`config.mk`:
```
export PLATFORM = sky130hd
export DESIGN_NAME = hlc_watermark_tracker
export DESIGN_NICKNAME = d
export VERILOG_FILES = /design/src/rtl/hlc_pkg.sv /design/src/rtl/hlc_ram.sv /design/src/rtl/hlc_ctrl.sv /design/src/rtl/hlc_dpath.sv /design/src/rtl/hlc_watermark_tracker.sv
export SDC_FILE = /design/constraint.sdc
export NUM_CORES = 2
export LEC_CHECK = 0
export ABC_AREA = 1
export ABC_CLOCK_PERIOD_IN_PS = 18800
export BUFFER_PORTS_ARGS = -buffer_cell sky130_fd_sc_hd__buf_2
export CORE_MARGIN = 10
export CORE_UTILIZATION = 62
export CTS_CLUSTER_SIZE = 25
export DETAILED_ROUTE_END_ITERATION = 6
export GPL_TIMING_DRIVEN = 0
export PLACE_DENSITY = 0.81
export REMOVE_ABC_BUFFERS = 1
export SLEW_MARGIN = 25
export SYNTH_ARGS = -nofsm -noshare
export SYNTH_HDL_FRONTEND = slang
export SYNTH_SLANG_ARGS = --single-unit
export TNS_END_PERCENT = 20
```
`constraint.sdc`:
```
create_clock -name i_clk -period 18.8 [get_ports i_clk]
set_input_delay 2.82 -clock i_clk [delete_from_list [all_inputs] [get_ports i_clk]]
set_output_delay 2.82 -clock i_clk [all_outputs]
set_load 0.05 [all_outputs]
```
`src/rtl/hlc_pkg.sv`:
```
package hlc_pkg;

    localparam logic [2:0] OP_TICK      = 3'd0;
    localparam logic [2:0] OP_RECEIVE   = 3'd1;
    localparam logic [2:0] OP_WM_UPDATE = 3'd2;
    localparam logic [2:0] OP_WM_READ   = 3'd3;
    localparam logic [2:0] OP_GLOBAL_MIN = 3'd4;
    localparam logic [2:0] OP_CHECK_CLOCK = 3'd5;
    localparam logic [2:0] OP_CHECK_PAIR = 3'd6;

    typedef struct packed {
        logic [2:0]  op;
        logic [63:0] physical_time;
        logic [63:0] stamp_wall;
        logic [31:0] stamp_logical;
        logic [3:0]  partition;
        logic [63:0] watermark;
        logic        last;
    } t_in_item;

    typedef struct packed {
        logic [63:0] result_value;
        logic [31:0] result_logical;
        logic        satisfied;
    } t_out_item;

    typedef enum logic [1:0] {
        S_IDLE,
        S_SCAN,
        S_EXEC
    } t_state;

    typedef struct packed {
        logic accept;
        logic scan;
        logic exec;
    } t_ctl_cmd;

    typedef struct packed {
        logic scan_done;
        logic out_free;
    } t_ctl_sts;

endpackage

```
`src/rtl/hlc_ram.sv`:
```
module hlc_ram #(
    parameter int WIDTH = 64,
    parameter int DEPTH = 16,
    localparam int AW = (DEPTH > 1) ? $clog2(DEPTH) : 1
) (
    input  logic             i_clk,
    input  logic             i_wr_en,
    input  logic [AW-1:0]    i_wr_addr,
    input  logic [WIDTH-1:0] i_wr_data,
    input  logic [AW-1:0]    i_rd_addr,
    output logic [WIDTH-1:0] o_rd_data
);

    logic [WIDTH-1:0] r_mem [DEPTH];
    logic [WIDTH-1:0] r_rd_data;

    always_ff @(posedge i_clk) begin
        if (i_wr_en) begin
            r_mem[i_wr_addr] <= i_wr_data;
        end
        r_rd_data <= r_mem[i_rd_addr];
    end

    assign o_rd_data = r_rd_data;

endmodule

```
`src/rtl/hlc_ctrl.sv`:
```
module hlc_ctrl (
    input  logic            i_clk,
    input  logic            i_rst_n,
    input  logic            i_in_valid,
    input  logic [2:0]      i_op,
    input  hlc_pkg::t_ctl_sts i_sts,
    output logic            o_in_ready,
    output hlc_pkg::t_ctl_cmd o_cmd
);
    import hlc_pkg::*;

    t_state r_state;
    t_state n_state;

    always_ff @(posedge i_clk) begin
        if (!i_rst_n) begin
            r_state <= S_IDLE;
        end else begin
            r_state <= n_state;
        end
    end

    always_comb begin
        n_state = r_state;
        unique case (r_state)
            S_IDLE: begin
                if (i_in_valid) begin
                    n_state = (i_op == OP_GLOBAL_MIN) ? S_SCAN : S_EXEC;
                end
            end
            S_SCAN: begin
                if (i_sts.scan_done) begin
                    n_state = S_EXEC;
                end
            end
            S_EXEC: begin
                if (i_sts.out_free) begin
                    n_state = S_IDLE;
                end
            end
            default: n_state = S_IDLE;
        endcase
    end

    always_comb begin
        o_in_ready = 1'b0;
        o_cmd      = '0;
        unique case (r_state)
            S_IDLE: begin
                o_in_ready   = 1'b1;
                o_cmd.accept = i_in_valid;
            end
            S_SCAN: begin
                o_cmd.scan = 1'b1;
            end
            S_EXEC: begin
                o_cmd.exec = i_sts.out_free;
            end
            default: o_cmd = '0;
        endcase
    end

endmodule

```
`src/rtl/hlc_dpath.sv`:
```
module hlc_dpath #(
    parameter int PARTITIONS = 16
) (
    input  logic              i_clk,
    input  logic              i_rst_n,
    input  hlc_pkg::t_in_item i_in_data,
    input  hlc_pkg::t_ctl_cmd i_cmd,
    output hlc_pkg::t_ctl_sts o_sts,
    output logic              o_out_valid,
    input  logic              i_out_ready,
    output hlc_pkg::t_out_item o_out_data
);
    import hlc_pkg::*;

    localparam int AW = (PARTITIONS > 1) ? $clog2(PARTITIONS) : 1;

    t_in_item        r_in;
    logic [63:0]     r_clock_wall;
    logic [31:0]     r_clock_logical;
    logic            r_check_ok;
    logic [PARTITIONS-1:0] r_present;
    logic [AW-1:0]   r_idx;
    logic [63:0]     r_min;
    logic            r_any;
    logic            r_out_valid;
    t_out_item       r_out;

    logic [63:0]     n_clock_wall;
    logic [31:0]     n_clock_logical;
    logic            n_check_ok;
    logic            n_emit;
    t_out_item       n_out;

    logic [AW-1:0]   rd_addr;
    logic [AW-1:0]   part_addr;
    logic [63:0]     rd_data;
    logic            wr_en;
    logic            part_ok;
    logic            present_hit;
    logic            scan_done;
    logic            tick_adv;
    logic [63:0]     tick_wall;
    logic [31:0]     tick_logical;
    logic [31:0]     rcv_max;
    logic            verdict;

    assign part_addr = AW'(r_in.partition);
    assign part_ok   = 32'(r_in.partition) < PARTITIONS;
    assign present_hit = part_ok && r_present[part_addr];
    assign scan_done = r_idx == AW'(PARTITIONS - 1);

    always_comb begin
        if (i_cmd.accept) begin
            rd_addr = (i_in_data.op == OP_GLOBAL_MIN) ? '0 : AW'(i_in_data.partition);
        end else if (i_cmd.scan) begin
            rd_addr = scan_done ? r_idx : AW'(r_idx + 1'b1);
        end else begin
            rd_addr = part_addr;
        end
    end

    hlc_ram #(
        .WIDTH(64),
        .DEPTH(PARTITIONS)
    ) u_wm_ram (
        .i_clk     (i_clk),
        .i_wr_en   (wr_en),
        .i_wr_addr (part_addr),
        .i_wr_data (r_in.watermark),
        .i_rd_addr (rd_addr),
        .o_rd_data (rd_data)
    );

    // tick and receive rules
    always_comb begin
        tick_adv     = r_in.physical_time > r_clock_wall;
        tick_wall    = tick_adv ? r_in.physical_time : r_clock_wall;
        tick_logical = tick_adv ? '0 : r_clock_logical + 32'd1;
        rcv_max      = (r_in.stamp_logical > r_clock_logical) ? r_in.stamp_logical
                                                              : r_clock_logical;
    end

    always_comb begin
        n_clock_wall    = r_clock_wall;
        n_clock_logical = r_clock_logical;
        n_check_ok      = r_check_ok;
        n_emit          = 1'b0;
        n_out           = '0;
        wr_en           = 1'b0;
        verdict         = r_check_ok;
        case (r_in.op)
            OP_TICK: begin
                n_clock_wall         = tick_wall;
                n_clock_logical      = tick_logical;
                n_emit               = 1'b1;
                n_out.result_value   = tick_wall;
                n_out.result_logical = tick_logical;
            end
            OP_RECEIVE: begin
                if (r_in.stamp_wall > r_clock_wall) begin
                    n_clock_wall    = r_in.stamp_wall;
                    n_clock_logical = r_in.stamp_logical + 32'd1;
                end else if (r_in.stamp_wall == r_clock_wall) begin
                    n_clock_logical = rcv_max + 32'd1;
                end else begin
                    n_clock_logical = r_clock_logical + 32'd1;
                end
            end
            OP_WM_UPDATE: begin
                wr_en = part_ok && (!r_present[part_addr] || r_in.watermark > rd_data);
            end
            OP_WM_READ: begin
                n_emit             = 1'b1;
                n_out.result_value = present_hit ? rd_data : '0;
            end
            OP_GLOBAL_MIN: begin
                n_emit             = 1'b1;
                n_out.result_value = r_any ? r_min : '0;
            end
            OP_CHECK_CLOCK: begin
                n_clock_wall    = tick_wall;
                n_clock_logical = tick_logical;
                verdict = !(r_in.stamp_wall > tick_wall ||
                            (r_in.stamp_wall == tick_wall &&
                             r_in.stamp_logical > tick_logical));
            end
            OP_CHECK_PAIR: begin
                verdict = r_check_ok && present_hit && !(rd_data < r_in.watermark);
            end
            default: begin
                verdict = r_check_ok;
            end
        endcase
        if (r_in.op == OP_CHECK_CLOCK || r_in.op == OP_CHECK_PAIR) begin
            if (r_in.last) begin
                n_emit          = 1'b1;
                n_out.satisfied = verdict;
                n_check_ok      = 1'b1;
            end else begin
                n_check_ok = verdict;
            end
        end
    end

    always_ff @(posedge i_clk) begin
        if (!i_rst_n) begin
            r_clock_wall    <= '0;
            r_clock_logical <= '0;
            r_check_ok      <= 1'b1;
            r_present       <= '0;
            r_out_valid     <= 1'b0;
        end else begin
            if (i_cmd.exec) begin
                r_clock_wall    <= n_clock_wall;
                r_clock_logical <= n_clock_logical;
                r_check_ok      <= n_check_ok;
                if (r_in.op == OP_WM_UPDATE && part_ok) begin
                    r_present[part_addr] <= 1'b1;
                end
            end
            if (i_cmd.exec && n_emit) begin
                r_out_valid <= 1'b1;
            end else if (i_out_ready) begin
                r_out_valid <= 1'b0;
            end
        end
    end

    always_ff @(posedge i_clk) begin
        if (i_cmd.accept) begin
            r_in  <= i_in_data;
            r_idx <= '0;
            r_any <= 1'b0;
            r_min <= '1;
        end
        if (i_cmd.scan) begin
            r_idx <= AW'(r_idx + 1'b1);
            if (r_present[r_idx] && (!r_any || rd_data < r_min)) begin
                r_min <= rd_data;
                r_any <= 1'b1;
            end
        end
        if (i_cmd.exec && n_emit) begin
            r_out <= n_out;
        end
    end

    assign o_sts.scan_done = scan_done;
    assign o_sts.out_free  = !r_out_valid || i_out_ready;
    assign o_out_valid     = r_out_valid;
    assign o_out_data      = r_out;

endmodule

```
`src/rtl/hlc_watermark_tracker.sv`:
```
// channel   direction  handshake                  payload
// in        input      i_in_valid / o_in_ready    i_in_data  (hlc_pkg::t_in_item)
// out       output     o_out_valid / i_out_ready  o_out_data (hlc_pkg::t_out_item)
//
// an item is accepted while the watermark ram read is issued, and is then executed
// global minimum first scans the table before it executes, one ram read per table entry
// reset clears the clock and the presence bits and sets the check flag; no clearing pass
// execution waits while an earlier result is still held in the output register
module hlc_watermark_tracker #(
    parameter int PARTITIONS = 16
) (
    input  logic               i_clk,
    input  logic               i_rst_n,
    input  logic               i_in_valid,
    output logic               o_in_ready,
    input  hlc_pkg::t_in_item  i_in_data,
    output logic               o_out_valid,
    input  logic               i_out_ready,
    output hlc_pkg::t_out_item o_out_data
);
    import hlc_pkg::*;

    t_ctl_cmd cmd;
    t_ctl_sts sts;

    hlc_ctrl u_ctrl (
        .i_clk      (i_clk),
        .i_rst_n    (i_rst_n),
        .i_in_valid (i_in_valid),
        .i_op       (i_in_data.op),
        .i_sts      (sts),
        .o_in_ready (o_in_ready),
        .o_cmd      (cmd)
    );

    hlc_dpath #(
        .PARTITIONS(PARTITIONS)
    ) u_dpath (
        .i_clk       (i_clk),
        .i_rst_n     (i_rst_n),
        .i_in_data   (i_in_data),
        .i_cmd       (cmd),
        .o_sts       (sts),
        .o_out_valid (o_out_valid),
        .i_out_ready (i_out_ready),
        .o_out_data  (o_out_data)
    );

endmodule

```
==> impl_metrics.yaml <==
grt:
  use_met2_pct: 53.27
  busiest_layer: "met2"
  grt_antenna_before_repair: 18
  grt_pass1_wl_microns: 345400
  met3_usage_pct: 9.207
  grt_util_met1_pct: 43.67
  track_usage_pct: 34.38
  grt_max_degree: 71
  grt-ovfl-total: 0
  grt_pass1_vias: 55578
timing:
  finalSetupTns_ns: 0
  fmax_ghz: 0.1291
  rsz0062_at_grt: "false"
  clock_skew_ns: 0.06267
  hold_viol_final: 0
  layout_min_cycle_time_ns: 7.748
  finalCritPeriodShare_pct: 41.21
  worst_pin_slew_ns: 1.214
  setup_viol: 0
  slew_headroom_pct: 19.03
  finalMaxSlewViolations: 0
worst_setup_path:
  rr_worst_depth: 20
  path_common_cell: "nand2_1"
  cp_max_fo: 61
  timing.rr.end: "u_dpath.o_out_data[0]"
  path_cells: "ha_1, nand2_1, nor2_1, nand4_1, nor4_1, nand3_1, nand2_4, o21ai_0, ha_1, a21oi_1, nor2_1, a211oi_1, o221ai_1, a21oi_1, o21ai_0, a221oi_1, nand2_1, nand2_1, nand2_1, a21oi_1"
  cp-end-kind: "flip-flop"
  max_stage_delay_ns: 1.05
  start_kind: "flip-flop"
  r2r_slack_ns: 11.05
  crit_slowest_cell: "a221oi_1"
  r2r-start: "u_dpath.r_in[172]"
  arrival_ns: 8.35
  critical_path_class: "reg -> reg"
  worstPathRequired_ns: 19.40
  critPathLaunch: "u_dpath.r_in[172]"
layout:
  multi_input_area_sq_mm: 0.02464
  fin_area_sq_mm: 0.08557
  seq_area_sq_mm: 0.04565
  fin_util_pct: 72.47
  synthToLayoutAreaGrowth_pct: 16.16
  instances_no_fill: 8676
  n_fill_cell: 7381
  drive_gt1_share_pct: 14.72
  final_nets: 7619
drt:
  drt_iter0_drc: 8807
  viasPerCell: 6.676
  vias: 57918
  antenna_left: 0
  routed_wl_microns: 234100
  drc: 14
  wl_per_cell_microns: 26.98
  dr.pass1.iters: 7
worst_hold_path:
  whs_path_depth: 2
  hp-class: "reg -> reg"
  min_from: "u_dpath.r_present[15]"
  min_to: "u_dpath.r_present[15]"
clocking:
  clk_pin_slew_ns: 0.06
  cts_made_buffers: 160
  clockRootBuffer: "clkbuf_16"
  cts_tree: "built"
  htree_num_levels: 4
  insertion_delay_ns: 0.85
  ctsHoldBuffers: 0
  cts_resized: 0
  cts.sinks: 1602
  post-cts-setup-buffer-count: 0
  cts_buffer_depth: 3
yosys:
  ys_types: 63
  dominantRegCellSynth: "edfxtp_1"
  synth_edf_count: 1357
  synth-seq-cells: 1602
  ys_seq_area_share_pct: 61.97
  avgSynthCellArea_sq_um: 11.32
  postSynth.asyncResetShare_pct: 0
  synth_area_sq_mm: 0.07367
  yosysWarnings: 0
  synthCells: 6506
power:
  pwr_density_cell_mw_per_mm2: 125.7
  irDropWorstVdd_uv: 115.7
  total_power_mw: 10.76
  p_leak_nw: 32.43
floorplan:
  die-width_microns: 364.7
  floorplan.initialDensity_pct: 62.39
  die_area_sq_mm: 0.1330
  die_h_microns: 364.7
  ios: 335
  num_rows: 126
  core_area_sq_mm: 0.1181
placed_design:
  gp_congestion: 0.9632
  placed_cell_area_sq_mm: 0.08012
  place_hpwl_microns: 162900
  dp_cells: 8373
  port_buffers: 334
outcome:
  violations: "design-rule violations"
  status: "complete, but fails checks"
job:
  maxCapViolCount: 0
sequential cells by signal (all words and copies together), names as in the netlist:
register                    count
u_dpath.u_wm_ram.r_mem       1024
u_dpath.r_in                  228
u_dpath.o_out_data             97
u_dpath.r_clock_wall           64
u_dpath.r_min                  64
u_dpath.u_wm_ram.o_rd_data     64
u_dpath.r_clock_logical        32
u_dpath.r_present              16
u_dpath.part_addr               4
u_dpath.r_idx                   4
u_ctrl.r_state                  2
u_dpath.o_out_valid             1
u_dpath.r_any                   1
u_dpath.r_check_ok              1
cells in the mapped netlist, types with 15 or more instances:
cell type,count,area (sq um)
nand3_1,241,1206
nand4_1,56,350.3
mux2i_1,128,1281
nand2_1,690,2590
o221ai_1,200,1752
o21ai_1,27,135.1
buf_2,33,165.2
xor2_1,47,411.6
o21ai_0,686,3433
nor4_1,15,93.84
nor3_1,51,255.2
buf_1,31,116.4
edfxtp_1,1357,40750
nor2_1,328,1231
o211ai_1,115,863.3
inv_1,561,2106
a211oi_1,25,187.7
dfxtp_1,245,4905
ha_1,384,4805
a21oi_1,696,3483
clkbuf_1,307,1152
o32ai_1,128,1121
routing by layer:
metal / part of all wire, % / vias up
li1: - / 25046
met5: 0.047 / -
met4: 6.4 / 18
met3: 13 / 916
met2: 45 / 4419
met1: 36 / 27519
critical path: cells and delay by family, from the launching register on:
family                   cells  cell delay (ns)
adder cells (fa/ha/maj)      2             0.72
flip-flops                   1             0.47
AO/OA/AOI/OAI                8             3.15
AND/OR/NAND/NOR             10             3.13
how the worst max path moves through the flow:
| stage | end |
|---|---|
| 2_1_floorplan | u_dpath.u_wm_ram.o_rd_data[0] |
| 4_1_cts | u_dpath.u_wm_ram.o_rd_data[55] |
| 5_1_grt | u_dpath.u_wm_ram.o_rd_data[55] |
| 3_3_place_gp | u_dpath.u_wm_ram.o_rd_data[37] |
| 3_5_place_dp | u_dpath.u_wm_ram.o_rd_data[55] |
| 6_report | u_dpath.o_out_data[0] |
area by class of cell:
cell class | instances | share of cell area [%]
antenna | 5 | 0.01462
clock buffer | 210 | 5.115
clock inverter | 88 | 1.228
inverter | 569 | 2.525
multi-input combinational | 3960 | 28.79
sequential | 1602 | 53.35
tap | 1536 | 2.246
timing repair buffer | 706 | 6.727
kinds of logic (layout without fill, tap and decap cells):
family	after synthesis	in the layout	share of synthesized area, %
AOI/OAI and AO/OA	1946	1946	15.63
xor gates and xnor gates	51	51	0.6063
adders and majority gates	384	384	6.522
buffers and inverters	944	1573	4.903
DFF	1602	1602	61.97
muxes	128	128	1.739
other	0	5	0
and+or+nand+nor	1451	1451	8.630
stage by stage:
step                worst slack, ns  hold slack (ns)
floorplan                    -34.85           0.4405
global placement             -95.19           0.4528
detailed placement            10.57           0.4640
CTS                           11.34           0.4777
global route                  11.00           0.5053
finish                        11.05           0.4762
power by group:
part | internal [mW] | total (mW) | switching [mW]
logic | 1.03 | 2.99 | 1.95
registers | 4.17 | 4.47 | 0.303
clock network | 1.89 | 3.30 | 1.41
placed cells by master, fill, tap and decap left out, drive strengths merged, types with 3 or more instances in the layout:
cell | synthesis | final
o21bai | 6 | 6
o32ai | 128 | 128
inv | 565 | 569
nand4 | 56 | 56
edfxtp | 1357 | 1357
xnor2 | 4 | 4
o21ai | 714 | 714
a221oi | 5 | 5
clkinvlp | 0 | 7
nor4b | 3 | 3
bufinv | 0 | 17
nand3 | 252 | 252
dfxtp | 245 | 245
a31oi | 8 | 8
buf | 67 | 706
diode | 0 | 5
o31ai | 5 | 5
ha | 384 | 384
clkbuf | 307 | 210
nor4 | 17 | 17
nand2 | 698 | 698
o211ai | 115 | 115
a21o | 5 | 5
nor3 | 57 | 57
xor2 | 47 | 47
clkinv | 4 | 64
nand3b | 10 | 10
o221ai | 200 | 200
a21oi | 697 | 697
o2111ai | 5 | 5
o21a | 13 | 13
or2 | 10 | 10
nor2 | 341 | 341
a211oi | 25 | 25
o22ai | 8 | 8
a32oi | 3 | 3
mux2i | 128 | 128
No activity file was read; power rests on OpenSTA's default activity.
